File: config.mk
export PLATFORM = sky130hd
export DESIGN_NAME = preemptive_priority_scheduler
export DESIGN_NICKNAME = d
export VERILOG_FILES = /design/src/hw/rtl/pps_pkg.sv /design/src/hw/rtl/pps_ram.sv /design/src/hw/rtl/pps_ctrl.sv /design/src/hw/rtl/pps_dp.sv /design/src/hw/rtl/preemptive_priority_scheduler.sv
export SDC_FILE = /design/constraint.sdc
export NUM_CORES = 1
export LEC_CHECK = 0
export BUFFER_PORTS_ARGS = -buffer_cell sky130_fd_sc_hd__buf_2
export CORE_MARGIN = 8
export CORE_UTILIZATION = 37
export CTS_BUF_LIST = sky130_fd_sc_hd__clkbuf_8
export CTS_CLUSTER_DIAMETER = 200
export DETAILED_ROUTE_END_ITERATION = 8
export GPL_ROUTABILITY_DRIVEN = 1
export PLACE_DENSITY = 0.48
export RECOVER_POWER = 100
export SLEW_MARGIN = 0
export SYNTH_ARGS = -nofsm -noshare
export SYNTH_HDL_FRONTEND = slang
export SYNTH_SLANG_ARGS = --single-unit
File: constraint.sdc
create_clock -name clk -period 9.5 [get_ports clk]
set_input_delay 0 -clock clk [delete_from_list [all_inputs] [get_ports clk]]
set_output_delay 0 -clock clk [all_outputs]
set_load 0.01 [all_outputs]
File: src/hw/rtl/pps_pkg.sv
`timescale 1ns / 1ps

package pps_pkg;

  // Default sizes, handed to the top level parameters
  localparam int unsigned QUEUE_DEPTH_DEF = 16;
  localparam int unsigned STACK_DEPTH_DEF = 16;
  localparam int unsigned ID_WIDTH_DEF    = 8;

  // Priority levels: 0 highest, 2 lowest
  localparam int unsigned LEVELS = 3;
  localparam int unsigned LVL_W  = 2;

  localparam logic       OP_ARRIVAL   = 1'b0;
  localparam logic       OP_COMPLETE  = 1'b1;
  localparam logic [1:0] PRIO_INVALID = 2'd3;

  // Controller to datapath
  typedef struct packed {
    logic latch;  // capture the input transfer
    logic exec;   // make the scheduling decision, issue memory accesses
    logic load;   // pick up registered memory read data
  } pps_cmd_t;

  // Datapath to controller
  typedef struct packed {
    logic load_pending;  // the decision issued a memory read
  } pps_stat_t;

endpackage

File: src/hw/rtl/pps_ram.sv
`timescale 1ns / 1ps

module pps_ram #(
  parameter int unsigned WIDTH = 8,
  parameter int unsigned DEPTH = 16
) (
  input  logic                     clk,
  input  logic                     we,
  input  logic [$clog2(DEPTH)-1:0] waddr,
  input  logic [WIDTH-1:0]         wdata,
  input  logic                     re,
  input  logic [$clog2(DEPTH)-1:0] raddr,
  output logic [WIDTH-1:0]         rdata
);

  logic [WIDTH-1:0] mem [DEPTH];

  always_ff @(posedge clk) begin
    if (we) begin
      mem[waddr] <= wdata;
    end
    if (re) begin
      rdata <= mem[raddr];
    end
  end

endmodule

File: src/hw/rtl/pps_ctrl.sv
`timescale 1ns / 1ps

module pps_ctrl
  import pps_pkg::*;
(
  input  logic      clk,
  input  logic      rst_n,
  input  logic      in_valid,
  output logic      in_stall,
  output logic      out_valid,
  input  logic      out_stall,
  output pps_cmd_t  cmd,
  input  pps_stat_t stat
);

  localparam logic [1:0] ST_IDLE = 2'd0;
  localparam logic [1:0] ST_EXEC = 2'd1;
  localparam logic [1:0] ST_LOAD = 2'd2;
  localparam logic [1:0] ST_OUT  = 2'd3;

  logic [1:0] state_r;
  logic [1:0] state_nxt;

  assign in_stall  = (state_r != ST_IDLE);
  assign out_valid = (state_r == ST_OUT);

  always_comb begin
    cmd.latch = (state_r == ST_IDLE) && in_valid;
    cmd.exec  = (state_r == ST_EXEC);
    cmd.load  = (state_r == ST_LOAD);
  end

  always_comb begin
    state_nxt = state_r;
    case (state_r)
      ST_IDLE: begin
        if (in_valid) begin
          state_nxt = ST_EXEC;
        end
      end
      ST_EXEC: begin
        state_nxt = stat.load_pending ? ST_LOAD : ST_OUT;
      end
      ST_LOAD: begin
        state_nxt = ST_OUT;
      end
      ST_OUT: begin
        if (!out_stall) begin
          state_nxt = ST_IDLE;
        end
      end
      default: begin
        state_nxt = ST_IDLE;
      end
    endcase
  end

  always_ff @(posedge clk) begin
    if (!rst_n) begin
      state_r <= ST_IDLE;
    end else begin
      state_r <= state_nxt;
    end
  end

endmodule

File: src/hw/rtl/pps_dp.sv
`timescale 1ns / 1ps

module pps_dp
  import pps_pkg::*;
#(
  parameter int unsigned QUEUE_DEPTH = QUEUE_DEPTH_DEF,
  parameter int unsigned STACK_DEPTH = STACK_DEPTH_DEF,
  parameter int unsigned ID_WIDTH    = ID_WIDTH_DEF
) (
  input  logic                clk,
  input  logic                rst_n,
  input  pps_cmd_t            cmd,
  output pps_stat_t           stat,
  input  logic                in_opcode,
  input  logic [1:0]          in_task_priority,
  input  logic [ID_WIDTH-1:0] in_task_id,
  output logic                res_running_valid,
  output logic [ID_WIDTH-1:0] res_running_id,
  output logic [1:0]          res_running_priority,
  output logic                res_resumed,
  output logic                res_preempted,
  output logic                res_overflow
);

  localparam int unsigned QAW  = $clog2(QUEUE_DEPTH);
  localparam int unsigned QCW  = $clog2(QUEUE_DEPTH + 1);
  localparam int unsigned SUMW = QCW + 1;
  localparam int unsigned SAW  = $clog2(STACK_DEPTH);
  localparam int unsigned SPW  = $clog2(STACK_DEPTH + 1);
  localparam int unsigned SDW  = ID_WIDTH + 2;

  // Captured input transfer
  logic                op_r;
  logic [1:0]          prio_r;
  logic [ID_WIDTH-1:0] id_r;

  // Queue pointers and fill counts
  logic [QAW-1:0] head_r   [LEVELS];
  logic [QAW-1:0] head_nxt [LEVELS];
  logic [QAW-1:0] head_inc [LEVELS];
  logic [QCW-1:0] cnt_r    [LEVELS];
  logic [QCW-1:0] cnt_nxt  [LEVELS];

  logic [SPW-1:0] sp_r;
  logic [SPW-1:0] sp_nxt;
  logic [SPW-1:0] sp_dec;

  // Running task
  logic [ID_WIDTH-1:0] cur_id_r;
  logic [ID_WIDTH-1:0] cur_id_nxt;
  logic [1:0]          cur_prio_r;
  logic [1:0]          cur_prio_nxt;
  logic                cur_valid_r;
  logic                cur_valid_nxt;
  logic                from_stack_r;
  logic                from_stack_nxt;
  logic                preempt_r;
  logic                preempt_nxt;
  logic                ovf_r;
  logic                ovf_nxt;

  // Where the pending read comes from
  logic             ld_stack_r;
  logic             ld_stack_nxt;
  logic [LVL_W-1:0] ld_lvl_r;
  logic [LVL_W-1:0] ld_lvl_nxt;

  // Memory ports
  logic [LEVELS-1:0]   q_we;
  logic [LEVELS-1:0]   q_re;
  logic [QAW-1:0]      q_waddr;
  logic [ID_WIDTH-1:0] q_rdata [LEVELS];
  logic                s_we;
  logic                s_re;
  logic [SDW-1:0]      s_rdata;

  logic [LVL_W-1:0] lvl_a;
  logic [SUMW-1:0]  tail_sum;
  logic             found;
  logic [LVL_W-1:0] sel;

  // Arrival level, folded to a legal index for the invalid code
  assign lvl_a  = (prio_r == PRIO_INVALID) ? '0 : prio_r;
  assign sp_dec = sp_r - SPW'(1);

  always_comb begin
    tail_sum = SUMW'(head_r[lvl_a]) + SUMW'(cnt_r[lvl_a]);
    if (tail_sum >= SUMW'(QUEUE_DEPTH)) begin
      tail_sum = tail_sum - SUMW'(QUEUE_DEPTH);
    end
    q_waddr = tail_sum[QAW-1:0];
  end

  always_comb begin
    for (int l = 0; l < LEVELS; l++) begin
      head_inc[l] = (head_r[l] == QAW'(QUEUE_DEPTH - 1)) ? '0 : head_r[l] + QAW'(1);
    end
  end

  // Highest non-empty queue
  always_comb begin
    found = 1'b0;
    sel   = '0;
    for (int l = LEVELS - 1; l >= 0; l--) begin
      if (cnt_r[l] != '0) begin
        found = 1'b1;
        sel   = LVL_W'(l);
      end
    end
  end

  always_comb begin
    head_nxt          = head_r;
    cnt_nxt           = cnt_r;
    sp_nxt            = sp_r;
    cur_id_nxt        = cur_id_r;
    cur_prio_nxt      = cur_prio_r;
    cur_valid_nxt     = cur_valid_r;
    from_stack_nxt    = from_stack_r;
    preempt_nxt       = preempt_r;
    ovf_nxt           = ovf_r;
    ld_stack_nxt      = ld_stack_r;
    ld_lvl_nxt        = ld_lvl_r;
    q_we              = '0;
    q_re              = '0;
    s_we              = 1'b0;
    s_re              = 1'b0;
    stat.load_pending = 1'b0;

    if (cmd.exec) begin
      preempt_nxt = 1'b0;
      ovf_nxt     = 1'b0;
      if (op_r == OP_ARRIVAL) begin
        if (prio_r != PRIO_INVALID) begin
          if (cnt_r[lvl_a] == QCW'(QUEUE_DEPTH)) begin
            ovf_nxt = 1'b1;
          end else begin
            q_we[lvl_a]    = 1'b1;
            cnt_nxt[lvl_a] = cnt_r[lvl_a] + QCW'(1);
            if (!from_stack_r && (!cur_valid_r ||
                (cur_prio_r > prio_r && sp_r != SPW'(STACK_DEPTH)))) begin
              if (cur_valid_r) begin
                s_we        = 1'b1;
                sp_nxt      = sp_r + SPW'(1);
                preempt_nxt = 1'b1;
              end
              // Take the head straight back out: net count unchanged
              cur_prio_nxt    = prio_r;
              cur_valid_nxt   = 1'b1;
              from_stack_nxt  = 1'b0;
              head_nxt[lvl_a] = head_inc[lvl_a];
              cnt_nxt[lvl_a]  = cnt_r[lvl_a];
              if (cnt_r[lvl_a] == '0) begin
                cur_id_nxt = id_r;
              end else begin
                q_re[lvl_a]       = 1'b1;
                stat.load_pending = 1'b1;
                ld_stack_nxt      = 1'b0;
                ld_lvl_nxt        = lvl_a;
              end
            end
          end
        end
      end else if (cur_valid_r) begin
        if (found) begin
          q_re[sel]         = 1'b1;
          head_nxt[sel]     = head_inc[sel];
          cnt_nxt[sel]      = cnt_r[sel] - QCW'(1);
          cur_prio_nxt      = sel;
          from_stack_nxt    = 1'b0;
          stat.load_pending = 1'b1;
          ld_stack_nxt      = 1'b0;
          ld_lvl_nxt        = sel;
        end else if (sp_r != '0) begin
          sp_nxt            = sp_dec;
          s_re              = 1'b1;
          from_stack_nxt    = 1'b1;
          stat.load_pending = 1'b1;
          ld_stack_nxt      = 1'b1;
        end else begin
          cur_valid_nxt  = 1'b0;
          from_stack_nxt = 1'b0;
        end
      end
    end

    if (cmd.load) begin
      if (ld_stack_r) begin
        cur_id_nxt   = s_rdata[ID_WIDTH-1:0];
        cur_prio_nxt = s_rdata[SDW-1:ID_WIDTH];
      end else begin
        cur_id_nxt = q_rdata[ld_lvl_r];
      end
    end
  end

  always_ff @(posedge clk) begin
    if (cmd.latch) begin
      op_r   <= in_opcode;
      prio_r <= in_task_priority;
      id_r   <= in_task_id;
    end
    ld_lvl_r   <= ld_lvl_nxt;
    ld_stack_r <= ld_stack_nxt;
  end

  always_ff @(posedge clk) begin
    if (!rst_n) begin
      for (int l = 0; l < LEVELS; l++) begin
        head_r[l] <= '0;
        cnt_r[l]  <= '0;
      end
      sp_r         <= '0;
      cur_id_r     <= '0;
      cur_prio_r   <= '0;
      cur_valid_r  <= 1'b0;
      from_stack_r <= 1'b0;
      preempt_r    <= 1'b0;
      ovf_r        <= 1'b0;
    end else begin
      head_r       <= head_nxt;
      cnt_r        <= cnt_nxt;
      sp_r         <= sp_nxt;
      cur_id_r     <= cur_id_nxt;
      cur_prio_r   <= cur_prio_nxt;
      cur_valid_r  <= cur_valid_nxt;
      from_stack_r <= from_stack_nxt;
      preempt_r    <= preempt_nxt;
      ovf_r        <= ovf_nxt;
    end
  end

  for (genvar g = 0; g < LEVELS; g++) begin : g_queue
    pps_ram #(
      .WIDTH (ID_WIDTH),
      .DEPTH (QUEUE_DEPTH)
    ) u_queue_ram (
      .clk   (clk),
      .we    (q_we[g]),
      .waddr (q_waddr),
      .wdata (id_r),
      .re    (q_re[g]),
      .raddr (head_r[g]),
      .rdata (q_rdata[g])
    );
  end

  pps_ram #(
    .WIDTH (SDW),
    .DEPTH (STACK_DEPTH)
  ) u_stack_ram (
    .clk   (clk),
    .we    (s_we),
    .waddr (sp_r[SAW-1:0]),
    .wdata ({cur_prio_r, cur_id_r}),
    .re    (s_re),
    .raddr (sp_dec[SAW-1:0]),
    .rdata (s_rdata)
  );

  // Idle reads as all zero
  assign res_running_valid    = cur_valid_r;
  assign res_running_id       = cur_valid_r ? cur_id_r : '0;
  assign res_running_priority = cur_valid_r ? cur_prio_r : '0;
  assign res_resumed          = cur_valid_r && from_stack_r;
  assign res_preempted        = preempt_r;
  assign res_overflow         = ovf_r;

endmodule

File: src/hw/rtl/preemptive_priority_scheduler.sv
`timescale 1ns / 1ps
// Sequence: after the input transfer the decision is made (EXEC), then out_valid
//   rises (OUT); a LOAD step comes between when the decision reads a task id back
//   from a queue or the preemption stack (registered RAM read). Events are taken
//   one at a time; a new one is taken the cycle after the result transfer.
// Reset (rst_n, synchronous, active low): queues and stack empty, processor idle.
//   Queue and stack RAM contents are not cleared; only written entries are read.

module preemptive_priority_scheduler
  import pps_pkg::*;
#(
  parameter int unsigned QUEUE_DEPTH = QUEUE_DEPTH_DEF,
  parameter int unsigned STACK_DEPTH = STACK_DEPTH_DEF,
  parameter int unsigned ID_WIDTH    = ID_WIDTH_DEF
) (
  input  logic                clk,
  input  logic                rst_n,
  // Event input: arrival or completion
  input  logic                in_valid,
  output logic                in_stall,
  input  logic                in_opcode,
  input  logic [1:0]          in_task_priority,
  input  logic [ID_WIDTH-1:0] in_task_id,
  // Scheduling result, one per event
  output logic                out_valid,
  input  logic                out_stall,
  output logic                out_running_valid,
  output logic [ID_WIDTH-1:0] out_running_id,
  output logic [1:0]          out_running_priority,
  output logic                out_resumed,
  output logic                out_preempted,
  output logic                out_overflow
);

  pps_cmd_t  cmd;
  pps_stat_t stat;

  // Sequencer: accept a transfer, decide, optionally pick up RAM data, then
  // hold the result until the downstream side takes it.
  pps_ctrl u_ctrl (
    .clk       (clk),
    .rst_n     (rst_n),
    .in_valid  (in_valid),
    .in_stall  (in_stall),
    .out_valid (out_valid),
    .out_stall (out_stall),
    .cmd       (cmd),
    .stat      (stat)
  );

  // Datapath: the three FIFO queues, the preemption stack and the running task.
  // Result fields come straight from the running-task registers, which do not
  // change while a result waits, so the payload holds under stall.
  pps_dp #(
    .QUEUE_DEPTH (QUEUE_DEPTH),
    .STACK_DEPTH (STACK_DEPTH),
    .ID_WIDTH    (ID_WIDTH)
  ) u_dp (
    .clk                  (clk),
    .rst_n                (rst_n),
    .cmd                  (cmd),
    .stat                 (stat),
    .in_opcode            (in_opcode),
    .in_task_priority     (in_task_priority),
    .in_task_id           (in_task_id),
    .res_running_valid    (out_running_valid),
    .res_running_id       (out_running_id),
    .res_running_priority (out_running_priority),
    .res_resumed          (out_resumed),
    .res_preempted        (out_preempted),
    .res_overflow         (out_overflow)
  );

endmodule
==> flow_metrics.py <==
metrics = {
    "setup_path": {
        "crit_path_max_fanout": 46,
        "crit_arrival_ps": 7150,
        "cp.required_ps": 9910,
        "slowest_stage": "clkbuf_1",
        "worstPathCellList": "clkbuf_1 -> inv_1 -> ha_1 -> mux4_2 -> mux4_2",
        "worstSetupEndpointType": "flip-flop",
        "critPathKind": "reg -> reg",
        "setup.worst_path.start_class": "flip-flop",
        "cp_top_family": "buffers and inverters",
        "cp_slowest_stage_delay_ps": 2660,
        "path_buf_inv": 2,
        "crit_top_cell": "mux4_2",
    },
    "die": {
        "num_io_pins": 31,
        "rows": 98,
        "die-height_um": 283,
        "die_w_um": 283,
        "initial_core_util": 0.372,
        "die-area_um2": 80400,
        "core_um2": 71100,
    },
    "drt": {
        "ant_nets": 0,
        "drt_iter0_drc": 1440,
        "dr.pass1.iters": 7,
        "viasPerCell": 5.54,
        "drc_errors": 0,
        "wl_per_cell_um": 27.1,
        "drt_wl_total_um": 69900,
        "num_vias": 14301,
    },
    "sta": {
        "hold_ws_ps": 58.6,
        "fin_setup_tns_ps": 0,
        "final_max_slew_viol_count": 605,
        "worst_pin_slew_ps": 3810,
        "relSlewSlack": -1.54,
        "min_period_ps": 6740,
        "hold_viol_final": 0,
        "post-route-period-util": 0.709,
        "setup_viol": 0,
        "clock_skew_ps": 48.0,
        "rsz0062_at_grt": "no",
        "fmax_mhz": 148,
    },
    "placed_design": {
        "finalWeightedCongestion": 0.849,
        "dp_hpwl_um": 43600,
        "portBuffers": 30,
        "post-place-cells": 2371,
    },
    "logic_synthesis": {
        "yosysWarningCount": 0,
        "ys_seq_area_frac": 0.708,
        "syn-cell-area_um2": 26500,
        "syn_inst": 1449,
        "synth_edf_count": 592,
        "ys_seq_elements": 640,
        "synth.avg_cell_area_um2": 18.3,
        "syn_nets": 1491,
        "synth_cell_types": 68,
        "synthFlopType": "edfxtp_1",
        "async_reset_ff_frac": 0,
    },
    "cells_and_area": {
        "area_growth_pct": 12.2,
        "final_util": 0.418,
        "fin_cells": 2580,
        "nets": 1593,
        "layout-drive-gt1-share": 0.212,
    },
    "clock_network": {
        "clk_path_buf_depth": 3,
        "cts-resized-gates": 0,
        "numCtsBuffers": 104,
        "cts.sinks": 640,
        "htreeDepth": 3,
        "clock_latency_ps": 710,
        "cts_hold_buf": 24,
        "cts_tree": "built",
        "clkTransAtPathRegs_ps": 60,
        "post_cts_buffers": 0,
        "clockRootBuffer": "clkbuf_8",
    },
    "global_routing": {
        "grt_start_max_net_pins": 50,
        "grt_antenna_before_repair": 1,
        "grt_pass1_vias": 14649,
        "grt_pass1_wl_um": 103000,
        "grt_overflow": 0,
        "groute.usage.overall": 0.171,
    },
    "power": {
        "p_leak_nw": 9.34,
        "pwr_density_cell_nw_per_um2": 231,
        "ir_drop_mv": 0.170,
    },
    "run": {
        "maxCapViolCount": 13,
    },
    "status": {
        "status": "finished, violations left",
        "violations": "max-capacitance violations, max-slew violations",
    },
    "min_path": {
        "worstHoldPathType": "in -> reg",
    },
}
[state kept, by name, summed over array words and instances (netlist names), named ones only]
register	count
u_dp.sp_r	5
u_dp.g_queue.u_queue_ram.mem	384
u_dp.id_r	8
u_dp.cur_prio_r	2
u_ctrl.state_r	2
u_dp.head_r	12
u_dp.ld_lvl_r	2
u_dp.prio_r	2
u_dp.from_stack_r	1
u_dp.g_queue.u_queue_ram.rdata	24
u_dp.cur_id_r	8
u_dp.u_stack_ram.rdata	10
u_dp.res_overflow	1
u_dp.u_stack_ram.mem	160
u_dp.op_r	1
u_dp.res_running_valid	1
u_dp.ld_stack_r	1
u_dp.res_preempted	1
[metrics by stage]
step / worst slack, ps / cell area [um^2] / power (mW)
after floorplan: 5890 / 26500 / 4.21
after global placement: 4540 / 27700 / 4.72
after detailed placement: 4430 / 27700 / 4.72
after CTS: 4400 / 29800 / 6.93
after global routing: 2050 / 29700 / 7.14
final: 2760 / 29700 / 6.84
[per-layer routing]
| layer | up-vias | GRT usage | part of all wire |
|---|---|---|---|
| li1 | 6144 | - | - |
| met1 | 7560 | 0.250 | 0.46 |
| met2 | 505 | 0.263 | 0.46 |
| met3 | 92 | 0.0291 | 0.058 |
| met4 | 0 | 0.0446 | 0.017 |
| met5 | - | 0 | 0 |
[report_power, final]
group / switching (mW) / leakage [nW] / total (mW) / internal, mW
Sequential: 0.188 / 5.75 / 3.54 / 3.36
Combinational: 0.752 / 2.51 / 1.12 / 0.369
Clock: 1.10 / 1.08 / 2.18 / 1.08
Total: 2.04 / 9.34 / 6.84 / 4.81
[area by class of cell]
class	instances	area [um^2]
inverters	23	86.3
well taps	950	1190
clock inverters	76	385
fillers	6345	41400
clock buffers	108	1490
repair buffers	76	492
diodes	1	2.50
flip-flops and latches	640	18700
multi-input cells	706	7310
[layout by cell type (no fill, tap or decap), drive strengths merged, types with 5 or more instances in the layout]
cell type    instances
nand3               22
inv                 58
clkinv              38
and2                18
o221a                5
and3                21
o21ai               34
nand3b               6
clkbuf             131
mux2i               26
nor2b               24
o211ai               9
a311oi              11
a22oi                6
buf                 29
o221ai               5
o211a                7
nor2                92
a2bb2oi              5
ha                  26
a21o                 6
xnor2                7
nor3                22
dfxtp               48
a211oi              16
edfxtp             592
xor2                 8
nand2               39
a31oi                9
dlygate4sd3         24
a21oi               48
or4                  7
mux4               170
nor4                 8
[synthesized netlist by cell type (3+ instances only)]
cell type / instances / area, um^2
o22a_1: 3 / 26.3
a21oi_1: 47 / 235
or2_2: 3 / 18.8
o2bb2ai_1: 3 / 26.3
a211oi_1: 13 / 97.6
a2bb2oi_1: 5 / 43.8
and3_1: 21 / 131
a21boi_0: 4 / 30.0
o221a_2: 5 / 56.3
o211ai_1: 9 / 67.6
xnor2_1: 7 / 61.3
a311oi_1: 11 / 96.3
a22oi_1: 6 / 45.0
dfxtp_1: 48 / 961
mux2i_1: 26 / 260
nor2_1: 92 / 345
or3_1: 4 / 25.0
o31ai_1: 4 / 30.0
a31oi_1: 8 / 50.1
a211oi_2: 3 / 37.5
or4_1: 6 / 45.0
mux4_2: 170 / 3830
nand3b_1: 6 / 45.0
clkbuf_1: 57 / 214
a21o_1: 6 / 45.0
o21a_1: 3 / 22.5
inv_1: 22 / 82.6
buf_2: 7 / 35.0
nor4_1: 5 / 31.3
buf_1: 16 / 60.1
xor2_1: 8 / 70.1
and2_1: 18 / 113
o211a_1: 7 / 70.1
nand2_1: 39 / 146
edfxtp_1: 592 / 17800
nand3_1: 21 / 105
ha_1: 26 / 325
nor2b_1: 24 / 150
o221ai_1: 5 / 43.8
o21ai_0: 33 / 165
nor3_1: 22 / 110
[worst paths after layout]
kind / slack (ps) / cells past startpoint / startpoint / endpoint
max: 2760 / 5 / u_dp.sp_r[0] / u_dp.u_stack_ram.rdata[2]
min: 60 / 2 / in_task_id[2] / u_dp.id_r[2]
max reg2reg: 2760 / 5 / u_dp.sp_r[0] / u_dp.u_stack_ram.rdata[2]
min reg2reg: 510 / 2 / u_dp.sp_r[4] / u_dp.sp_r[4]
[logic make-up (layout without fill, tap and decap cells)]
logic type | after synthesis | after routing | synth area share
compound gates | 191 | 191 | 0.0504
xor+xnor | 15 | 15 | 0.00496
fa+ha+maj | 27 | 27 | 0.0130
buf+inv | 103 | 283 | 0.0149
flops | 640 | 640 | 0.708
mux | 196 | 196 | 0.154
other cells | 0 | 1 | 0
simple gates | 277 | 277 | 0.0542
(Power assumes the default switching activity.)
